### src/sv/km2d_pkg.sv
// km2d_pkg: shared constants and command codes of the k-means block
// no dependencies
`timescale 1ns / 1ps
package km2d_pkg;
  localparam int DEF_MAX_POINTS   = 1024;
  localparam int DEF_MAX_CLUSTERS = 16;
  localparam int DEF_COORD_BITS   = 10;
  localparam int FIELD_W = 10;
  localparam int LABEL_W = 4;
  localparam logic [1:0] CMD_LOAD_POINT  = 2'd0;
  localparam logic [1:0] CMD_LOAD_CENTER = 2'd1;
  localparam logic [1:0] CMD_RUN         = 2'd2;
  localparam logic [1:0] CMD_READ        = 2'd3;
  localparam logic REG_NUM_CLUSTERS = 1'b0;
  localparam logic REG_MAX_PASSES   = 1'b1;
endpackage

### src/sv/km2d_divider.sv
// km2d_divider: restoring divider, one quotient bit per cycle
// uses km2d_pkg
`timescale 1ns / 1ps
module km2d_divider import km2d_pkg::*; #(
  parameter int NUM_W = 2 * DEF_COORD_BITS,
  parameter int DEN_W = 11
) (
  input  logic             clk,
  input  logic             rst,
  input  logic             start,
  input  logic [NUM_W-1:0] dividend,
  input  logic [DEN_W-1:0] divisor,
  output logic             done,
  output logic [NUM_W-1:0] quotient
);
  localparam int CNT_W = $clog2(NUM_W + 1);
  logic             active;
  logic [CNT_W-1:0] cnt;
  logic [DEN_W:0]   rem;
  logic [DEN_W-1:0] den;
  logic [DEN_W:0]   rem_sh;
  logic [DEN_W:0]   rem_next;
  logic             bit_next;

  always_comb begin
    rem_sh = {rem[DEN_W-1:0], quotient[NUM_W-1]};
    if (rem_sh >= {1'b0, den}) begin
      rem_next = rem_sh - {1'b0, den};
      bit_next = 1'b1;
    end else begin
      rem_next = rem_sh;
      bit_next = 1'b0;
    end
  end

  always_ff @(posedge clk) begin
    if (rst) begin
      active <= 1'b0;
      done   <= 1'b0;
      cnt    <= '0;
    end else begin
      done <= 1'b0;
      if (start && !active) begin
        active <= 1'b1;
        cnt    <= '0;
      end else if (active) begin
        cnt <= cnt + 1'b1;
        if (cnt == CNT_W'(NUM_W - 1)) begin
          active <= 1'b0;
          done   <= 1'b1;
        end
      end
    end
  end

  always_ff @(posedge clk) begin
    if (start && !active) begin
      rem      <= '0;
      den      <= divisor;
      quotient <= dividend;
    end else if (active) begin
      rem      <= rem_next;
      quotient <= {quotient[NUM_W-2:0], bit_next};
    end
  end
endmodule

### config.mk
export PLATFORM = sky130hd
export DESIGN_NAME = km2d_divider
export DESIGN_NICKNAME = d
export VERILOG_FILES = /design/src/sv/km2d_pkg.sv /design/src/sv/km2d_divider.sv
export SDC_FILE = /design/constraint.sdc
export NUM_CORES = 1
export LEC_CHECK = 0
export ABC_AREA = 1
export BUFFER_PORTS_ARGS = -buffer_cell sky130_fd_sc_hd__buf_4
export CORE_ASPECT_RATIO = 0.7
export CORE_MARGIN = 2
export CORE_UTILIZATION = 59
export DETAILED_ROUTE_END_ITERATION = 7
export GPL_ROUTABILITY_DRIVEN = 0
export PLACE_DENSITY = 0.82
export SLEW_MARGIN = 10
export SYNTH_ARGS = -nofsm -noshare
export SYNTH_HDL_FRONTEND = slang
export SYNTH_SLANG_ARGS = --single-unit
### constraint.sdc
create_clock -name clk -period 2.6 [get_ports clk]
set_input_delay 0.13 -clock clk [delete_from_list [all_inputs] [get_ports clk]]
set_output_delay 0.13 -clock clk [all_outputs]
set_load 0.01 [all_outputs]
==> Yosys cells after proc, flatten, opt, wreduce, memory -nomap -nowiden <==
Index checks and enable logic that the tools add are counted.
{ "totals": {"ff_bits": 49, "latchBits": 0, "mem_bits_rw": 0, "mem_bits_ro": 0, "out_inout_bits": 21, "elab_cells": 24, "n_memories": 0} }
{ "op_classes": {"n_addsub": 2, "n_mul": 0, "div_mod_pow": 0, "order_cmp": 1, "n_eq_ne": 1, "shifts": 0, "n_mux": 8, "n_bitwise": 1, "reduce_logical": 5} }
{ "ops": {"columns": ["op", "count"], "rows": [
  ["$mux W20", 2],
  ["$ge A12 B11 Y1", 1],
  ["$mux W11", 1],
  ["$sub A11 B11 Y11", 1],
  ["$add A5 B1 Y5 const B", 1],
  ["$eq A5 B5 Y1 const B", 1],
  ["$mux W1", 5],
  ["$reduce_or A3 Y1", 1],
  ["$reduce_bool A2 Y1", 1],
  ["$reduce_or A2 Y1", 1],
  ["$logic_and A1 B1 Y1", 1],
  ["$logic_not A1 Y1", 1],
  ["$not A1 Y1", 1]
]} }

==> Longest topological paths before layout <==
{ "depth": {"word_depth": 4, "mapped_depth": 14, "mapped_depth_nobuf": 14} }

==> Worst setup path before layout <==
Ideal clock, no wire load.
{ "synth_path": {"path_type": "register -> register", "start": "register quotient[19]", "end": "register rem[6]", "arrival_ns": 1.752, "required_ns": 2.487, "slack_ns": 0.734, "stages_incl_launch_ff": 13, "n_path_buf": 1, "period_less_slack_ns": 1.866, "path_cell_list": "edfxtp_1 > inv_1 > ha_1 > fa_1 > inv_1 > nand3_1 > nand3_2 > nand2_2 > nand4_2 > buf_12 > nand3_2 > nand3_1 > nand2_1"} }
{ "synth_via": {"elab_chain_len": 2, "word_cells_on_any_way": 3, "classes_between": "add/sub (1); order compare (1); mux (1)"} }
{ "synth_lines": {"columns": ["item", "line_no", "rtl"], "rows": [
  ["start: declaration", "km2d_divider.sv:14", "output logic [NUM_W-1:0] quotient"],
  ["start signal: assignment", "km2d_divider.sv:60", "quotient <= dividend;"],
  ["start signal: assignment", "km2d_divider.sv:63", "quotient <= {quotient[NUM_W-2:0], bit_next};"],
  ["$sub A11 B11 Y11 or $ge A12 B11 Y1 (tied branches)", "km2d_divider.sv:28, km2d_divider.sv:27", null],
  ["$mux W11 (*)", "km2d_divider.sv:27", "if (rem_sh >= {1'b0, den}) begin"],
  ["end signal: assignment", "km2d_divider.sv:62", "rem <= rem_next;"],
  ["end: declaration", "km2d_divider.sv:19", "logic [DEN_W:0] rem;"]
]} }
Mark *: on every way between the ends. The rest lies on a longest branch, timed or not.
A chain may end at the register's enable or synchronous reset.

==> Worst setup path in the final report <==
{ "layout_path": {"start": "register quotient[19]", "end": "register quotient[0], data pin"} }
{ "layout_via": {"elab_chain_len": 4} }
{ "layout_lines": {"columns": ["item", "line_no", "rtl"], "rows": [
  ["$ge A12 B11 Y1", "km2d_divider.sv:27", null],
  ["$mux W1", "km2d_divider.sv:27", null],
  ["$mux W20", "km2d_divider.sv:61", "end else if (active) begin"],
  ["$mux W20", "km2d_divider.sv:57", "if (start && !active) begin"]
]} }
Every way passes these cells. The select of a mux whose other input is x is not followed.

==> results.py <==
metrics = {
    "power_and_ir_drop": {
        "leakagePower_nw": 1.80,
        "powerDensity_nw_per_um2": 761,
        "peakVddDrop_uv": 460,
    },
    "detailed_routing": {
        "drtIter0Drc": 233,
        "routed_via_density": 5.05,
        "route.detailed.drc": 0,
        "wl_per_cell_microns": 12.7,
        "wl_met1_microns": 2780,
        "highest-signal-layer": "met4",
        "wl_met2_microns": 2680,
        "detail-route-antenna-nets": 0,
        "wl_microns": 6060,
        "first_pass_iters": 4,
        "vias": 2420,
        "wl_met3_microns": 523,
    },
    "yosys": {
        "postSynthAreaPerCell_sq_um": 7.88,
        "yosysSeqAreaShare": 0.459,
        "ys_seq_elements": 49,
        "synth_cell_types": 27,
        "yosys.area.top_type": "edfxtp_1",
        "synthCells": 357,
        "synth_top_area_share": 0.331,
        "syn-num-nets": 404,
        "synthTopCellsByArea": "edfxtp_1 (33%), nand2_1 (17%), dfxtp_1 (13%)",
        "synthesis.area_sq_um": 2810,
        "yosysWarnings": 0,
    },
    "outcome": {
        "status": "completed",
    },
    "timing": {
        "worst_slew_pin_slew_ns": 0.767,
        "hold_viol_final": 0,
        "rsz0062_at_grt": "false",
        "clock.fmax_mhz": 429,
        "fin_skew_ns": 0.00988,
        "tns_ns": 0,
        "slew_headroom": 0.488,
        "fin_crit_sh": 0.898,
        "setup-violations-final": 0,
        "period_needed_ns": 2.33,
        "drv_slew": 0,
        "layout_setup_ws_ns": 0.266,
    },
    "floorplanning": {
        "die_h_microns": 61.8,
        "initial_core_util": 0.631,
        "io_pins": 55,
        "die_w_microns": 86.5,
        "rows": 20,
        "die_area_sq_um": 5340,
        "core_area_sq_um": 4450,
    },
    "worst_setup_path": {
        "path_cells": "inv_1, ha_1, fa_1, inv_1, nand3_1, nand3_2, nand2_2, nand4_2, nand2_1, nand2_1",
        "worstPathMaxFanout": 12,
        "slowest_delay_ns": 0.45,
        "crit_type": "flip-flop to flip-flop",
        "crit_path_start_kind": "flip-flop",
        "crit_buf_inv": 2,
        "critPathSlowestCell": "nand4_2",
        "cp_data_required_time_ns": 2.67,
        "cp-end-kind": "flip-flop",
        "crit_family": "simple AND/OR/NAND/NOR gates",
        "worstPathArrival_ns": 2.40,
    },
    "final_layout": {
        "diodes": 0,
        "layout-area-overhead-vs-synth_pct": 23.6,
        "drive_above_1_share": 0.219,
        "finalNetCount": 470,
    },
    "clock_tree": {
        "clkLatencyLatePin_ns": 0.31,
        "cts_tree": "yes",
        "cts.clk_slew.worst_paths_ns": 0.09,
        "htreeDepth": 2,
        "root_buffer": "clkbuf_8",
        "cts_sinks": 49,
        "ctsResizeCount": 0,
        "clk_path_buf_depth": 2,
        "cts_buffers": 5,
    },
    "global_routing": {
        "grt_pass1_vias": 2258,
        "antenna_found_initial": 0,
        "grt_pass1_wl_microns": 10200,
        "grt_max_degree": 32,
        "grt_usage": 0.254,
        "overflow": 0,
    },
    "min_path": {
        "hp-class": "primary input to flip-flop",
    },
    "placement": {
        "pre_cts_slack_ns": 0.311,
        "portBuffers": 54,
        "dpl.hpwl_microns": 4340,
    },
    "flow_run": {
        "drv_cap": 0,
    },
}
-- metrics by stage --
stage          instance area [sq um]   util  hold slack [ns]  std cells  power, mW
2_1_floorplan                   2810      -            0.202        357       1.85
3_3_place_gp                    3250  0.729            0.302        459       2.06
3_5_place_dp                    3250  0.729            0.310        459       2.08
4_1_cts                         3470  0.778          0.00149        478       2.64
5_1_grt                         3480  0.781           0.0790        479       2.83
6_report                        3480  0.781           0.0808        479       2.65
-- cells by family after synthesis --
family / after synthesis / synth area share
fa+ha+maj: 13 / 0.0605
compound gates: 7 / 0.0142
mux: 1 / 0.00356
buf+inv: 72 / 0.106
flops: 49 / 0.459
simple gates: 212 / 0.347
xor+xnor: 3 / 0.00934
-- worst register-to-register path: cells and delay by family (launching register included) --
| family | cells | cell delay (ns) |
|---|---|---|
| flops | 1 | 0.39 |
| buf+inv | 2 | 0.15 |
| simple gates | 6 | 1.15 |
| fa+ha+maj | 2 | 0.40 |
-- registers in the layout, summed over array words and instances (netlist names) --
register and flops:
cnt 5, den 11, active 1, done 1
quotient 20, rem 11
-- cell usage after synthesis, drive strengths merged --
master	instances
a31oi	1
nand2	142
buf	6
inv	61
nor2	13
nand4	15
fa	1
nand3	33
a21oi	6
and2	1
mux2i	1
edfxtp	31
clkbuf	5
nor3	7
ha	12
xor2	3
dfxtp	18
or2	1
-- timing repair --
| item | CTS | global route |
|---|---|---|
| endpoints found under the setup margin | 0 | 0 |
| hold buffers | 11 | 1 |
| setup buffers | 0 | 0 |
| hold endpoints to repair | 11 | 1 |
-- worst paths after layout --
| path | from | end | slack, ns | cells after the start |
|---|---|---|---|---|
| max | quotient[19]$_DFFE_PP_ | quotient[0]$_DFFE_PP_ | 0.27 | 10 |
| min | dividend[10] | quotient[10]$_DFFE_PP_ | 0.08 | 3 |
| min reg2reg | rem[4]$_SDFFE_PP0P_ | rem[4]$_SDFFE_PP0P_ | 0.48 | 2 |
| max reg2reg | quotient[19]$_DFFE_PP_ | quotient[0]$_DFFE_PP_ | 0.27 | 10 |
-- cells in the final DEF, fill, tap and decap left out, types with 6 or more instances in the layout --
| master | instances |
|---|---|
| dfxtp_1 | 18 |
| nand3_2 | 6 |
| nor2_1 | 9 |
| nor3_1 | 7 |
| nand2_2 | 12 |
| nand3_1 | 27 |
| buf_4 | 58 |
| ha_1 | 12 |
| edfxtp_1 | 31 |
| dlygate4sd3_1 | 12 |
| inv_1 | 59 |
| nand4_1 | 13 |
| nand2_1 | 130 |
-- area by class of cell --
class                           instances  area [sq um]
Clock buffer                            6          72.6
Clock inverter                          2          35.0
Fill cell                             314           977
Inverter                               61           229
Multi-Input combinational cell        236          1220
Sequential cell                        49          1290
Tap cell                               55          68.8
Timing Repair Buffer                   70           556
-- power breakdown --
part	leakage, nW	total, mW	internal, mW	switching [mW]
registers	0.458	1.03	0.959	0.0758
clock network	0.0552	0.541	0.286	0.256
logic	1.28	1.07	0.421	0.648
-- metal layers --
| layer | global-route usage | up-vias |
|---|---|---|
| met5 | 0 | - |
| met3 | 0.0661 | 11 |
| met2 | 0.398 | 88 |
| met1 | 0.356 | 1060 |
| met4 | 0.0737 | 0 |
| li1 | - | 1261 |
Note: power is estimated with default switching activity, not from simulation.
